File: src/rtl/msf_pkg.sv
// Shared types and constants of the multi-servo sync write framer.
package msf_pkg;

   localparam int MAX_ENTRIES_DEFAULT = 32;
   localparam int QUEUE_DEPTH = 2;

   localparam logic [7:0] CMD_REG_WRITE = 8'h04;
   localparam logic [7:0] CMD_POS_WRITE = 8'h06;
   localparam logic [7:0] OPTION_BYTE = 8'h00;
   localparam logic [15:0] LOW_MASK = 16'h00FF;
   localparam logic [15:0] HIGH_MASK = 16'hFF00;

   localparam int CSR_ADDR_WIDTH = 5;

   typedef enum logic [2:0] {
      REG_COMMAND_SELECT = 3'd0,
      REG_DATA_BYTES = 3'd1,
      REG_REGISTER_ADDRESS = 3'd2,
      REG_MOVE_TIME = 3'd3,
      REG_ENTRY_COUNT = 3'd4
   } reg_index_type;

   typedef struct packed {
      logic command_select;
      logic [1:0] data_bytes;
      logic [7:0] register_address;
      logic [15:0] move_time;
      logic [5:0] entry_count;
   } cfg_type;

   // One classified entry, ready for the byte sequencer.
   typedef struct packed {
      logic hdr;
      logic last;
      logic two;
      logic [7:0] len_byte;
      logic [7:0] cmd_byte;
      logic [7:0] servo_id;
      logic [15:0] entry_value;
      logic [7:0] trail0;
      logic [7:0] trail1;
   } job_type;

endpackage

File: src/rtl/msf_req_if.sv
// Input channel: one servo entry per item.
interface msf_req_if;
   logic valid;
   logic ready;
   logic [7:0] servo_id;
   logic [15:0] entry_value;

   modport source (output valid, output servo_id, output entry_value, input ready);
   modport sink (input valid, input servo_id, input entry_value, output ready);
endinterface

File: src/rtl/msf_rsp_if.sv
// Result channel: one frame byte per item.
interface msf_rsp_if;
   logic valid;
   logic ready;
   logic [7:0] frame_byte;
   logic frame_end;

   modport source (output valid, output frame_byte, output frame_end, input ready);
   modport sink (input valid, input frame_byte, input frame_end, output ready);
endinterface

File: src/rtl/multi_servo_sync_write_framer_unit.sv
// Top level of the multi-servo sync write framer: CSRs, front end, job queue, back end.
//
// Takes one servo entry per item (id and value) and sends the multi-servo sync write
// frame as a byte stream, one byte per result item. The first entry of a frame is
// preceded by length, command and a zero option byte; each entry gives id, value low
// byte and, with two data bytes configured, the high byte; the last entry is followed
// by the two trailer bytes and the additive checksum, which alone carries frame_end.
// The back-end byte sequencer sends one byte per cycle while the result channel is
// ready, so an entry gives 2 or 3 output bytes, plus 3 for the header and 3 for the
// trailer and checksum; the front end takes an entry in any cycle in which the
// two-entry job queue has room. Registers sit on the APB-style CSR port at byte
// address 4*i; they are to be written only while the block is idle.
module multi_servo_sync_write_framer_unit
   import msf_pkg::*;
#(
   parameter int MAX_ENTRIES = MAX_ENTRIES_DEFAULT
) (
   input logic clock,
   input logic reset,
   msf_req_if.sink req,
   msf_rsp_if.source rsp,
   input logic csr_psel,
   input logic csr_penable,
   input logic csr_pwrite,
   input logic [CSR_ADDR_WIDTH-1:0] csr_paddr,
   input logic [31:0] csr_pwdata,
   output logic [31:0] csr_prdata,
   output logic csr_pready
);

   cfg_type cfg_ff;
   logic csr_write;
   logic [2:0] csr_index;

   logic q_push, q_full, q_pop, q_valid;
   job_type push_job, head_job;

   // CSR block; pready tied high, writes land on the access cycle.
   assign csr_pready = 1'b1;
   assign csr_write = csr_psel && csr_penable && csr_pwrite;
   assign csr_index = csr_paddr[4:2];

   always_ff @(posedge clock) begin
      if (reset) begin
         cfg_ff.command_select <= 1'b0;
         cfg_ff.data_bytes <= 2'd2;
         cfg_ff.register_address <= 8'd0;
         cfg_ff.move_time <= 16'd0;
         cfg_ff.entry_count <= 6'd1;
      end else if (csr_write) begin
         case (csr_index)
            REG_COMMAND_SELECT: cfg_ff.command_select <= csr_pwdata[0];
            REG_DATA_BYTES: cfg_ff.data_bytes <= csr_pwdata[1:0];
            REG_REGISTER_ADDRESS: cfg_ff.register_address <= csr_pwdata[7:0];
            REG_MOVE_TIME: cfg_ff.move_time <= csr_pwdata[15:0];
            REG_ENTRY_COUNT: cfg_ff.entry_count <= csr_pwdata[5:0];
            default: ;
         endcase
      end
   end

   always_comb begin
      case (csr_index)
         REG_COMMAND_SELECT: csr_prdata = {31'd0, cfg_ff.command_select};
         REG_DATA_BYTES: csr_prdata = {30'd0, cfg_ff.data_bytes};
         REG_REGISTER_ADDRESS: csr_prdata = {24'd0, cfg_ff.register_address};
         REG_MOVE_TIME: csr_prdata = {16'd0, cfg_ff.move_time};
         REG_ENTRY_COUNT: csr_prdata = {26'd0, cfg_ff.entry_count};
         default: csr_prdata = 32'd0;
      endcase
   end

   // Front end: classifies each entry (header, last, trailer) with the current config.
   msf_front #(
      .MAX_ENTRIES(MAX_ENTRIES)
   ) u_front (
      .clock(clock),
      .reset(reset),
      .req(req),
      .cfg(cfg_ff),
      .q_full(q_full),
      .q_push(q_push),
      .q_job(push_job)
   );

   // Job queue decouples entry intake from the byte stream.
   msf_queue u_queue (
      .clock(clock),
      .reset(reset),
      .push(q_push),
      .push_job(push_job),
      .full(q_full),
      .pop(q_pop),
      .head_valid(q_valid),
      .head_job(head_job)
   );

   // Back end: one byte per cycle while the result channel is ready, checksum kept as bytes go out.
   msf_back u_back (
      .clock(clock),
      .reset(reset),
      .q_valid(q_valid),
      .q_job(head_job),
      .q_pop(q_pop),
      .rsp(rsp)
   );

endmodule

File: src/rtl/msf_front.sv
// Front end: takes entries, tracks frame position, builds jobs for the queue.
module msf_front
   import msf_pkg::*;
#(
   parameter int MAX_ENTRIES = MAX_ENTRIES_DEFAULT
) (
   input logic clock,
   input logic reset,
   msf_req_if.sink req,
   input cfg_type cfg,
   input logic q_full,
   output logic q_push,
   output job_type q_job
);

   localparam int IW = (MAX_ENTRIES > 1) ? $clog2(MAX_ENTRIES) : 1;

   logic [IW-1:0] entry_index_ff, entry_index_in;
   logic [7:0] eff_count;
   logic two;
   logic last;

   assign req.ready = !q_full;
   assign q_push = req.valid && !q_full;

   always_comb begin
      eff_count = {2'b00, cfg.entry_count};
      if (eff_count == 8'd0) begin
         eff_count = 8'd1;
      end else if (eff_count > 8'(MAX_ENTRIES)) begin
         eff_count = 8'(MAX_ENTRIES);
      end
      two = (cfg.data_bytes == 2'd2);
      last = ((8'(entry_index_ff) + 8'd1) >= eff_count);

      q_job.hdr = (entry_index_ff == '0);
      q_job.last = last;
      q_job.two = two;
      q_job.len_byte = 8'd6 + (two ? 8'(eff_count * 8'd3) : 8'(eff_count * 8'd2));
      q_job.cmd_byte = cfg.command_select ? CMD_POS_WRITE : CMD_REG_WRITE;
      q_job.servo_id = req.servo_id;
      q_job.entry_value = req.entry_value;
      if (cfg.command_select) begin
         q_job.trail0 = cfg.move_time[7:0];
         q_job.trail1 = 8'((cfg.move_time & HIGH_MASK) >> 8);
      end else begin
         q_job.trail0 = cfg.register_address;
         q_job.trail1 = eff_count;
      end

      entry_index_in = entry_index_ff;
      if (q_push) begin
         entry_index_in = last ? '0 : IW'(entry_index_ff + 1'b1);
      end
   end

   always_ff @(posedge clock) begin
      if (reset) begin
         entry_index_ff <= '0;
      end else begin
         entry_index_ff <= entry_index_in;
      end
   end

endmodule

File: src/rtl/msf_queue.sv
// Short job queue between front and back end.
module msf_queue
   import msf_pkg::*;
(
   input logic clock,
   input logic reset,
   input logic push,
   input job_type push_job,
   output logic full,
   input logic pop,
   output logic head_valid,
   output job_type head_job
);

   localparam int PW = (QUEUE_DEPTH > 1) ? $clog2(QUEUE_DEPTH) : 1;
   localparam int CW = $clog2(QUEUE_DEPTH + 1);

   job_type slots_ff [QUEUE_DEPTH];
   logic [PW-1:0] wr_ptr_ff, rd_ptr_ff;
   logic [CW-1:0] count_ff;

   assign full = (count_ff == CW'(QUEUE_DEPTH));
   assign head_valid = (count_ff != '0);
   assign head_job = slots_ff[rd_ptr_ff];

   always_ff @(posedge clock) begin
      if (push) begin
         slots_ff[wr_ptr_ff] <= push_job;
      end
   end

   always_ff @(posedge clock) begin
      if (reset) begin
         wr_ptr_ff <= '0;
         rd_ptr_ff <= '0;
         count_ff <= '0;
      end else begin
         if (push) begin
            wr_ptr_ff <= (wr_ptr_ff == PW'(QUEUE_DEPTH - 1)) ? '0 : PW'(wr_ptr_ff + 1'b1);
         end
         if (pop) begin
            rd_ptr_ff <= (rd_ptr_ff == PW'(QUEUE_DEPTH - 1)) ? '0 : PW'(rd_ptr_ff + 1'b1);
         end
         if (push && !pop) begin
            count_ff <= CW'(count_ff + 1'b1);
         end else if (pop && !push) begin
            count_ff <= CW'(count_ff - 1'b1);
         end
      end
   end

endmodule

File: src/rtl/msf_back.sv
// Back end: byte sequencer, running checksum and output register.
module msf_back
   import msf_pkg::*;
(
   input logic clock,
   input logic reset,
   input logic q_valid,
   input job_type q_job,
   output logic q_pop,
   msf_rsp_if.source rsp
);

   typedef enum logic [3:0] {
      SLOT_LEN,
      SLOT_CMD,
      SLOT_OPT,
      SLOT_ID,
      SLOT_LO,
      SLOT_HI,
      SLOT_T0,
      SLOT_T1,
      SLOT_SUM
   } slot_type;

   slot_type slot_ff, slot_in;
   logic busy_ff, busy_in;
   job_type job_ff, job_in;
   logic [7:0] sum_ff, sum_in;
   logic out_valid_ff, out_valid_in;
   logic [7:0] out_byte_ff, out_byte_in;
   logic out_end_ff, out_end_in;

   logic advance;
   logic done;
   logic [7:0] cur_byte;
   slot_type step_slot;

   assign rsp.valid = out_valid_ff;
   assign rsp.frame_byte = out_byte_ff;
   assign rsp.frame_end = out_end_ff;

   always_comb begin
      advance = !out_valid_ff || rsp.ready;
      done = 1'b0;
      step_slot = slot_ff;
      cur_byte = 8'd0;
      case (slot_ff)
         SLOT_LEN: begin
            cur_byte = job_ff.len_byte;
            step_slot = SLOT_CMD;
         end
         SLOT_CMD: begin
            cur_byte = job_ff.cmd_byte;
            step_slot = SLOT_OPT;
         end
         SLOT_OPT: begin
            cur_byte = OPTION_BYTE;
            step_slot = SLOT_ID;
         end
         SLOT_ID: begin
            cur_byte = job_ff.servo_id;
            step_slot = SLOT_LO;
         end
         SLOT_LO: begin
            cur_byte = 8'(job_ff.entry_value & LOW_MASK);
            if (job_ff.two) begin
               step_slot = SLOT_HI;
            end else if (job_ff.last) begin
               step_slot = SLOT_T0;
            end else begin
               done = 1'b1;
            end
         end
         SLOT_HI: begin
            cur_byte = 8'((job_ff.entry_value & HIGH_MASK) >> 8);
            if (job_ff.last) begin
               step_slot = SLOT_T0;
            end else begin
               done = 1'b1;
            end
         end
         SLOT_T0: begin
            cur_byte = job_ff.trail0;
            step_slot = SLOT_T1;
         end
         SLOT_T1: begin
            cur_byte = job_ff.trail1;
            step_slot = SLOT_SUM;
         end
         SLOT_SUM: begin
            cur_byte = sum_ff;
            done = 1'b1;
         end
         default: begin
            done = 1'b1;
         end
      endcase

      out_valid_in = out_valid_ff;
      out_byte_in = out_byte_ff;
      out_end_in = out_end_ff;
      sum_in = sum_ff;
      slot_in = slot_ff;
      busy_in = busy_ff;
      job_in = job_ff;

      if (advance) begin
         out_valid_in = busy_ff;
         if (busy_ff) begin
            out_byte_in = cur_byte;
            out_end_in = (slot_ff == SLOT_SUM);
            if (slot_ff == SLOT_LEN) begin
               sum_in = cur_byte;
            end else if (slot_ff == SLOT_SUM) begin
               sum_in = 8'd0;
            end else begin
               sum_in = 8'(sum_ff + cur_byte);
            end
            slot_in = step_slot;
            if (done) begin
               busy_in = 1'b0;
            end
         end
      end

      q_pop = q_valid && (!busy_ff || (advance && done));
      if (q_pop) begin
         job_in = q_job;
         busy_in = 1'b1;
         slot_in = q_job.hdr ? SLOT_LEN : SLOT_ID;
      end
   end

   always_ff @(posedge clock) begin
      if (reset) begin
         slot_ff <= SLOT_LEN;
         busy_ff <= 1'b0;
         sum_ff <= 8'd0;
         out_valid_ff <= 1'b0;
      end else begin
         slot_ff <= slot_in;
         busy_ff <= busy_in;
         sum_ff <= sum_in;
         out_valid_ff <= out_valid_in;
      end
      job_ff <= job_in;
      out_byte_ff <= out_byte_in;
      out_end_ff <= out_end_in;
   end

endmodule
File: src/flat_wrapper.sv
// flat-port wrapper written by rule: the top's interface ports become plain ports
module multi_servo_sync_write_framer_unit_flat import msf_pkg::*;
#(
   parameter int MAX_ENTRIES = MAX_ENTRIES_DEFAULT
)
  (clock, reset, csr_psel, csr_penable, csr_pwrite, csr_paddr, csr_pwdata, csr_prdata, csr_pready, req_valid, req_servo_id, req_entry_value, req_ready, rsp_valid, rsp_frame_byte, rsp_frame_end, rsp_ready);
  msf_req_if req_i ();
  msf_rsp_if rsp_i ();
  input logic clock;
  input logic reset;
  input logic csr_psel;
  input logic csr_penable;
  input logic csr_pwrite;
  input logic [CSR_ADDR_WIDTH-1:0] csr_paddr;
  input logic [31:0] csr_pwdata;
  output logic [31:0] csr_prdata;
  output logic csr_pready;
  input wire logic [$bits(req_i.valid)-1:0] req_valid;
  input wire logic [$bits(req_i.servo_id)-1:0] req_servo_id;
  input wire logic [$bits(req_i.entry_value)-1:0] req_entry_value;
  output wire logic [$bits(req_i.ready)-1:0] req_ready;
  output wire logic [$bits(rsp_i.valid)-1:0] rsp_valid;
  output wire logic [$bits(rsp_i.frame_byte)-1:0] rsp_frame_byte;
  output wire logic [$bits(rsp_i.frame_end)-1:0] rsp_frame_end;
  input wire logic [$bits(rsp_i.ready)-1:0] rsp_ready;
  assign req_i.valid = req_valid;
  assign req_i.servo_id = req_servo_id;
  assign req_i.entry_value = req_entry_value;
  assign req_ready = req_i.ready;
  assign rsp_valid = rsp_i.valid;
  assign rsp_frame_byte = rsp_i.frame_byte;
  assign rsp_frame_end = rsp_i.frame_end;
  assign rsp_i.ready = rsp_ready;
  multi_servo_sync_write_framer_unit #(.MAX_ENTRIES(MAX_ENTRIES)) u_core (.clock(clock), .reset(reset), .req(req_i), .rsp(rsp_i), .csr_psel(csr_psel), .csr_penable(csr_penable), .csr_pwrite(csr_pwrite), .csr_paddr(csr_paddr), .csr_pwdata(csr_pwdata), .csr_prdata(csr_prdata), .csr_pready(csr_pready));
endmodule
File: config.mk
export PLATFORM = sky130hd
export DESIGN_NAME = multi_servo_sync_write_framer_unit_flat
export DESIGN_NICKNAME = d
export VERILOG_FILES = /design/src/rtl/msf_pkg.sv /design/src/rtl/msf_req_if.sv /design/src/rtl/msf_rsp_if.sv /design/src/rtl/multi_servo_sync_write_framer_unit.sv /design/src/rtl/msf_front.sv /design/src/rtl/msf_queue.sv /design/src/rtl/msf_back.sv /design/src/flat_wrapper.sv
export SDC_FILE = /design/constraint.sdc
export NUM_CORES = 1
export LEC_CHECK = 0
export ABC_AREA = 1
export BUFFER_PORTS_ARGS = -buffer_cell sky130_fd_sc_hd__clkbuf_2
export CAP_MARGIN = 0
export CORE_MARGIN = 1.5
export CORE_UTILIZATION = 45
export DETAILED_ROUTE_END_ITERATION = 12
export MAX_ROUTING_LAYER = met4
export PLACE_DENSITY = 0.69
export SETUP_SLACK_MARGIN = 0.05
export SLEW_MARGIN = 20
export SYNTH_ARGS = -nofsm -noshare
export SYNTH_HDL_FRONTEND = slang
export SYNTH_SLANG_ARGS = --single-unit
export TNS_END_PERCENT = 5
File: constraint.sdc
create_clock -name clock -period 3.9 [get_ports clock]
set_input_delay 0.585 -clock clock [delete_from_list [all_inputs] [get_ports clock]]
set_output_delay 0.585 -clock clock [all_outputs]
set_load 0.1 [all_outputs]
==> impl_metrics.env, run 1 <==
export IMPL_status="complete, no violations"
export IMPL_total_switching_power_mw=2.59
export IMPL_switching_share=0.341
export IMPL_clockRootBuffer="sky130_fd_sc_hd__clkbuf_16"
export IMPL_max_slew_margin_rel=0.363
export IMPL_synth_edf_count=164
export IMPL_cts_post_setup_buffers_inserted=0
export IMPL_avgSynthCellArea_um2=11.0
export IMPL_hold_path_class="primary input to flip-flop"
export IMPL_synth_ff_latch_count=221
export IMPL_worst_r2r_setup_slack_ns=0.89
export IMPL_grt_setup_unrepaired="false"
export IMPL_post_route_util=0.523
export IMPL_seqCellArea_um2=6070
export IMPL_crit_path_end="u_core.u_back.sum_ff[6]"
export IMPL_grt_overflow_total=0
export IMPL_min_period_ns=3.01
export IMPL_dr_first_iter_drc_count=405
export IMPL_worst_setup_path_startpoint="u_core.u_back.slot_ff[0]"
export IMPL_pwr_share_seq=0.467
export IMPL_critPathRequiredTime_ns=4.27
export IMPL_synth_yosys_seq_area_share=0.623
export IMPL_cellLeakagePower_nw=4.33
export IMPL_via_per_inst=5.10
export IMPL_timing_reg2reg_worst_path_depth=15
export IMPL_start_kind="flip-flop"
export IMPL_post_synth_instance_area_um2=9740
export IMPL_initial_antenna_violation_count=0
export IMPL_insertion_delay_ns=0.50
export IMPL_grt_start_max_net_pins=54
export IMPL_finalClockSkew_ns=0.0159
export IMPL_worstPathArrival_ns=3.38
export IMPL_fmax_mhz=332
export IMPL_clock_power_share=0.256
export IMPL_antenna_cells=0
export IMPL_ys_warns=0
export IMPL_place_port_buffers=76
export IMPL_dr_pass1_iters=5
export IMPL_critical_path_cell_count=15
export IMPL_type_of_element_capturing_the_critical_path="flip-flop"
export IMPL_cts_repair_resize_count=0
export IMPL_tritoncts="built"
export IMPL_cpLargestDelayFamily="simple AND/OR/NAND/NOR gates"
export IMPL_routabilityCongestion=0.892
export IMPL_synth_top_cell_area_share=0.506
export IMPL_placed_cell_area_um2=10400
export IMPL_synth_area_leaders="sky130_fd_sc_hd__edfxtp_1, sky130_fd_sc_hd__dfxtp_1, sky130_fd_sc_hd__mux2_2, sky130_fd_sc_hd__nand2_1, sky130_fd_sc_hd__inv_1"
export IMPL_rows=53
export IMPL_path_buf_inv=0
export IMPL_cts_path_max_buffers=3
export IMPL_core_region_area_um2=21200
export IMPL_die_area_um2=22500
export IMPL_critical_path_most_common_cell="sky130_fd_sc_hd__nand2_1"
export IMPL_rr_endpoint="u_core.u_back.sum_ff[6]"
export IMPL_ctsHoldBuffers=0
export IMPL_overall_routing_resource_usage=0.178
export IMPL_via_count=6424
export IMPL_grt_first_pass_wirelength_um=30400
export IMPL_timing_hold_violations_final=0
export IMPL_h_tree_level_count=1
export IMPL_critical_path_cell_chain="nor2_1, nand2_1, nor2_2, a22o_1, a221oi_1, nand2_1, fa_1, nand3_1, nand3_1, nand2_1, nand2_1, a21oi_1, nor2_1, o21ai_0, a21oi_1"
export IMPL_synth_area_leader_cell="sky130_fd_sc_hd__edfxtp_1"
export IMPL_die_h_um=150
export IMPL_postLayoutCellArea_um2=11100
export IMPL_combinational_share_of_power=0.277
export IMPL_async_reset_ff_frac=0
export IMPL_start_util=0.461
export IMPL_max_cap_violations=0
export IMPL_cts_reportedPaths_clkPinSlew_ns=0.06
export IMPL_route_detailed_drc=0
export IMPL_layout_worst_path_cycle_share=0.772
export IMPL_crit_path_max_fanout=9
export IMPL_fp_dieW_um=150
export IMPL_drive_above_1_share=0.215
export IMPL_synth_cell_type_count=46
export IMPL_num_fill_cells=1877
export IMPL_critPathKind="flip-flop to flip-flop"
export IMPL_post_dp_hpwl_um=13300
export IMPL_first_global_vias=5961
export IMPL_io_pins=112
export IMPL_antenna_violating_nets_post_route=0
export IMPL_power_per_cell_area_nw_per_um2=688
export IMPL_routedWlPerCell_um=15.4
export IMPL_cts_buffer_count=23
export IMPL_cell_internal_pwr_mw=5.01
export IMPL_nets=1058
export IMPL_synth_main_ff_cell="sky130_fd_sc_hd__edfxtp_1"
export IMPL_area_added_between_synthesis_and_finish_pct=13.5
export IMPL_slew_viol_final=0
export IMPL_r2r_start="u_core.u_back.slot_ff[0]"
export IMPL_tightestPinTransition_ns=0.955
export IMPL_critical_path_max_stage_delay_ns=0.47
export IMPL_cts_num_sinks=221
export IMPL_crit_path_top_delay_cell="sky130_fd_sc_hd__fa_1"
export IMPL_totalWireLength_um=19300
export IMPL_setup_violations=0
export IMPL_post_synth_inst_count=882
export IMPL_irDropWorstVdd_v=0.000338
export IMPL_multiInputGateArea_um2=3150
how the worst min path moves through the flow:
| stage | start | endpoint | slack, ns | cells after the start |
|---|---|---|---|---|
| floorplan | u_core.cfg_ff[32] | u_core.u_queue.slots_ff[0][41] | 0.42 | 0 |
| global placement | u_core.u_queue.rd_ptr_ff | flip-flop | 0.43 | 1 |
| detailed placement | u_core.u_queue.rd_ptr_ff | flip-flop | 0.45 | 1 |
| CTS | req_entry_value[3] | u_core.u_queue.slots_ff[1][19] | 0.26 | 1 |
| global route | req_entry_value[1] | u_core.u_queue.slots_ff[1][17] | 0.27 | 1 |
| finish | req_entry_value[3] | u_core.u_queue.slots_ff[0][19] | 0.28 | 1 |
synthesized netlist by cell type, types with 3 or more instances:
cell type	n
sky130_fd_sc_hd__a21oi_1	54
sky130_fd_sc_hd__nand2_1	150
sky130_fd_sc_hd__nor2_2	3
sky130_fd_sc_hd__nand2_2	11
sky130_fd_sc_hd__nor3_1	5
sky130_fd_sc_hd__xor2_1	4
sky130_fd_sc_hd__a221oi_1	5
sky130_fd_sc_hd__dfxtp_1	57
sky130_fd_sc_hd__o211ai_1	8
sky130_fd_sc_hd__nand4_1	15
sky130_fd_sc_hd__nor2_1	61
sky130_fd_sc_hd__buf_4	17
sky130_fd_sc_hd__clkbuf_1	16
sky130_fd_sc_hd__o221ai_1	4
sky130_fd_sc_hd__ha_1	19
sky130_fd_sc_hd__a22o_1	7
sky130_fd_sc_hd__inv_1	86
sky130_fd_sc_hd__inv_2	15
sky130_fd_sc_hd__edfxtp_1	164
sky130_fd_sc_hd__nand3_2	3
sky130_fd_sc_hd__nor2_4	6
sky130_fd_sc_hd__nand3_1	26
sky130_fd_sc_hd__o21ai_0	53
sky130_fd_sc_hd__mux2_2	51
sky130_fd_sc_hd__o21ai_1	15
cells by family after synthesis:
logic type                 after synthesis  share of synthesized area
adders and majority gates               20                     0.0265
DFF                                    221                      0.623
buffers and inverters                  140                     0.0618
and+or+nand+nor                        288                      0.133
xor gates and xnor gates                 5                    0.00450
AOI/OAI and AO/OA                      154                     0.0905
muxes                                   52                     0.0600
other                                    2                   0.000771
area by class of cell:
cell class,count,area share
flip-flops and latches,221,0.549
multi-input cells,536,0.285
clock buffers,32,0.0569
repair buffers,84,0.0398
inverters,104,0.0355
well taps,275,0.0311
clock inverters,7,0.00306
worst reg2reg max path: stages (launching register included):
cell and delay (ns):
sky130_fd_sc_hd__dfxtp_1 0.43, sky130_fd_sc_hd__nor2_1 0.12, sky130_fd_sc_hd__nand2_1 0.28, sky130_fd_sc_hd__nor2_2 0.19, sky130_fd_sc_hd__a22o_1 0.22, sky130_fd_sc_hd__a221oi_1 0.21, sky130_fd_sc_hd__nand2_1 0.18, sky130_fd_sc_hd__fa_1 0.47
sky130_fd_sc_hd__nand3_1 0.09, sky130_fd_sc_hd__nand3_1 0.09, sky130_fd_sc_hd__nand2_1 0.10, sky130_fd_sc_hd__nand2_1 0.05, sky130_fd_sc_hd__a21oi_1 0.16, sky130_fd_sc_hd__nor2_1 0.05, sky130_fd_sc_hd__o21ai_0 0.17, sky130_fd_sc_hd__a21oi_1 0.08
power by group through the flow:
stage | Combinational (mW) | Clock, mW | Sequential, mW
floorplan | 1.41 | 0 | 3.74
global placement | 2.08 | 0 | 3.58
detailed placement | 2.10 | 0 | 3.60
CTS | 2.12 | 1.99 | 3.55
global route | 2.30 | 2.08 | 3.60
finish | 2.10 | 1.95 | 3.55
state kept, by name (all words and copies together), names as in the netlist, named ones only:
register,flops
u_core.u_queue.slots_ff,104
u_core.u_back.job_ff,51
u_core.cfg_ff,33
u_core.u_back.rsp.frame_byte,8
u_core.u_back.sum_ff,8
u_core.u_front.entry_index_ff,5
u_core.u_back.slot_ff,4
u_core.u_queue.count_ff,2
u_core.u_back.busy_ff,1
u_core.u_back.rsp.frame_end,1
u_core.u_back.rsp.valid,1
u_core.u_queue.rd_ptr_ff,1
u_core.u_queue.wr_ptr_ff,1
per-stage QoR:
stage / setup TNS, ns / hold slack, ns / total power [mW] / cells / worst slack, ns
final: 0 / 0.277 / 7.61 / 1259 / 0.888
after global routing: 0 / 0.265 / 7.98 / 1259 / 0.683
after CTS: 0 / 0.263 / 7.66 / 1259 / 0.936
after floorplan: -11.41 / 0.424 / 5.15 / 897 / -0.219
after detailed placement: 0 / 0.448 / 5.70 / 1220 / 0.960
after global placement: 0 / 0.431 / 5.66 / 1220 / 0.994
cell usage in the layout (no fill, tap or decap), types with 17 or more instances in the layout:
cell,n
sky130_fd_sc_hd__mux2_2,51
sky130_fd_sc_hd__nor2_1,59
sky130_fd_sc_hd__a21oi_1,54
sky130_fd_sc_hd__conb_1,17
sky130_fd_sc_hd__clkbuf_16,23
sky130_fd_sc_hd__edfxtp_1,164
sky130_fd_sc_hd__nand2_1,150
sky130_fd_sc_hd__inv_1,86
sky130_fd_sc_hd__dfxtp_1,56
sky130_fd_sc_hd__clkbuf_2,76
sky130_fd_sc_hd__o21ai_0,53
sky130_fd_sc_hd__ha_1,19
sky130_fd_sc_hd__nand3_1,26
metal layers:
layer	global-route usage	wire length (um)
met5	-	0
met1	0.241	8860
met4	0.0475	408
met3	0.0264	1060
met2	0.282	9020
Power figures use the tool's default switching activity.
==> inputs of run 2 (changes only) <==
--- a/config.mk
+++ b/config.mk
@@ -12,7 +12,7 @@
 export CORE_UTILIZATION = 45
 export DETAILED_ROUTE_END_ITERATION = 12
 export MAX_ROUTING_LAYER = met4
-export PLACE_DENSITY = 0.69
+export PLACE_DENSITY = 0.72
 export SETUP_SLACK_MARGIN = 0.05
 export SLEW_MARGIN = 20
 export SYNTH_ARGS = -nofsm -noshare
==> constraint.sdc (replaced) <==
create_clock -name clock -period 2.7 [get_ports clock]
set_input_delay 0.405 -clock clock [delete_from_list [all_inputs] [get_ports clock]]
set_output_delay 0.405 -clock clock [all_outputs]
set_load 0.1 [all_outputs]
==> impl_metrics.env, run 2 (synthesized netlist as in run 1, its figures left out) <==
export IMPL_start_kind="flip-flop"
export IMPL_crit_path_max_fanout=8
export IMPL_routabilityCongestion=0.910
export IMPL_fmax_mhz=397
export IMPL_dp_worst_slack_ns=0.0630
export IMPL_power_per_cell_area_nw_per_um2=1040
export IMPL_nets=1078
export IMPL_min_period_ns=2.52
export IMPL_path_buf_inv=3
export IMPL_die_h_um=150
export IMPL_cell_internal_pwr_mw=8.06
export IMPL_design_power_total_mw=12.0
export IMPL_total_switching_power_mw=3.97
export IMPL_cellLeakagePower_nw=4.55
export IMPL_critPathKind="flip-flop to flip-flop"
export IMPL_totalWireLength_um=19600
export IMPL_switching_share=0.330
export IMPL_post_dp_hpwl_um=13500
export IMPL_start_util=0.461
export IMPL_grt_overflow_total=0
export IMPL_final_common_cell="sky130_fd_sc_hd__edfxtp_1"
export IMPL_tritoncts="built"
export IMPL_placed_cell_area_um2=10600
export IMPL_cts_reportedPaths_clkPinSlew_ns=0.06
export IMPL_route_detailed_drc=0
export IMPL_largest_register_ffs=104
export IMPL_type_of_element_capturing_the_critical_path="flip-flop"
export IMPL_tightestPinTransition_ns=0.555
export IMPL_cts_path_max_buffers=3
export IMPL_via_count=6543
export IMPL_via_per_inst=5.10
export IMPL_critical_path_max_stage_delay_ns=0.36
export IMPL_cts_buffer_count=24
export IMPL_fin_hold_ws_ns=0.0934
export IMPL_clock_power_share=0.290
export IMPL_antenna_violating_nets_post_route=0
export IMPL_drive_above_1_share=0.261
export IMPL_critPathRequiredTime_ns=3.13
export IMPL_h_tree_level_count=1
export IMPL_layout_worst_path_cycle_share=0.933
export IMPL_insertion_delay_ns=0.50
export IMPL_rows=53
export IMPL_dr_pass1_iters=5
export IMPL_post_route_util=0.546
export IMPL_setup_violations=0
export IMPL_worstPathArrival_ns=2.95
export IMPL_first_global_vias=6189
export IMPL_pwr_share_seq=0.426
export IMPL_clockRootBuffer="sky130_fd_sc_hd__clkbuf_16"
export IMPL_postLayoutCellArea_um2=11600
export IMPL_status="complete, no violations"
export IMPL_place_port_buffers=76
export IMPL_overall_routing_resource_usage=0.182
export IMPL_max_slew_margin_rel=0.632
export IMPL_biggest_regs="u_core.u_queue.slots_ff x104, u_core.u_back.job_ff x51, u_core.cfg_ff x33"
export IMPL_fin_ws_ns=0.181
export IMPL_die_area_um2=22500
export IMPL_combinational_share_of_power=0.284
export IMPL_cpLargestDelayFamily="simple AND/OR/NAND/NOR gates"
export IMPL_layout_cells_most_common_list="sky130_fd_sc_hd__edfxtp_1, sky130_fd_sc_hd__nand2_1, sky130_fd_sc_hd__inv_1, sky130_fd_sc_hd__clkbuf_2, sky130_fd_sc_hd__nor2_1"
export IMPL_registers_top_by_ff_count="u_core.u_queue.slots_ff"
export IMPL_initial_antenna_violation_count=0
export IMPL_area_added_between_synthesis_and_finish_pct=18.6
export IMPL_antenna_cells=0
export IMPL_hold_path_class="primary input to flip-flop"
export IMPL_crit_path_top_delay_cell="sky130_fd_sc_hd__dfxtp_4"
export IMPL_grt_first_pass_wirelength_um=31300
export IMPL_dr_first_iter_drc_count=431
export IMPL_fp_dieW_um=150
export IMPL_timing_hold_violations_final=0
export IMPL_routedWlPerCell_um=15.3
export IMPL_ctsHoldBuffers=0
export IMPL_critical_path_most_common_cell="sky130_fd_sc_hd__nand2_1"
export IMPL_max_cap_violations=0
export IMPL_grt_setup_unrepaired="true"
export IMPL_finalClockSkew_ns=0.00957
export IMPL_irDropWorstVdd_v=0.000519
export IMPL_grt_start_max_net_pins=57
export IMPL_slew_viol_final=0
export IMPL_io_pins=112
export IMPL_core_region_area_um2=21200
export IMPL_cts_num_sinks=221
export IMPL_critical_path_cell_chain="inv_4, nand2_2, buf_4, nor2_4, nand2_1, nand2_1, a221oi_2, nand4_1, ha_1, a21oi_1, o21ai_0, a31oi_1, inv_1, nand2_1, nand3_1, a21oi_1"
[run 2: final cells by class]
cell class,count,area [um2]
Fill cell,1792,9600
Sequential cell,221,6080
Multi-Input combinational cell,536,3250
Timing Repair Buffer,103,633
Clock buffer,26,629
Inverter,104,393
Tap cell,275,344
Clock inverter,18,231
[run 2: what timing repair did]
item                                    in CTS  in global routing
endpoints found under the setup margin       2                  6
gates resized for setup                      1                 26
cloned                                       0                  0
buffers inserted                             0                  4
pin swaps                                    0                  8
[run 2: per-stage QoR]
| step | TNS (ns) | cells |
|---|---|---|
| 2_1_floorplan | -13.56 | 897 |
| 3_3_place_gp | 0 | 1235 |
| 3_5_place_dp | 0 | 1235 |
| 4_1_cts | 0 | 1279 |
| 5_1_grt | -0.0180 | 1283 |
| 6_report | 0 | 1283 |
[run 2: power groups by stage]
stage,Combinational [mW],Sequential [mW],Clock [mW]
detailed placement,3.22,5.16,0
floorplan,2.05,5.39,0
global placement,3.18,5.14,0
CTS,3.27,5.10,3.55
finish,3.42,5.13,3.49
global route,3.73,5.20,3.69
[run 2: path summary, 6_finish.rpt]
check / end / startpoint / cells past startpoint / slack, ns
setup reg to reg: u_core.u_back.sum_ff[7] / u_core.u_back.slot_ff[3] / 16 / 0.18
setup / recovery: u_core.u_back.sum_ff[7] / u_core.u_back.slot_ff[3] / 16 / 0.18
hold reg to reg: flip-flop / u_core.u_queue.rd_ptr_ff / 1 / 0.46
hold / removal: u_core.u_queue.slots_ff[1][22] / req_entry_value[6] / 1 / 0.09
[run 2: per-layer routing]
metal | up-vias | share of wire | GRT usage | routed length, um
met4 | 0 | 0.017 | 0.0456 | 336
met5 | - | 0 | - | 0
met2 | 186 | 0.47 | 0.290 | 9270
met1 | 3088 | 0.46 | 0.245 | 8950
li1 | 3242 | - | - | -
met3 | 27 | 0.054 | 0.0306 | 1060
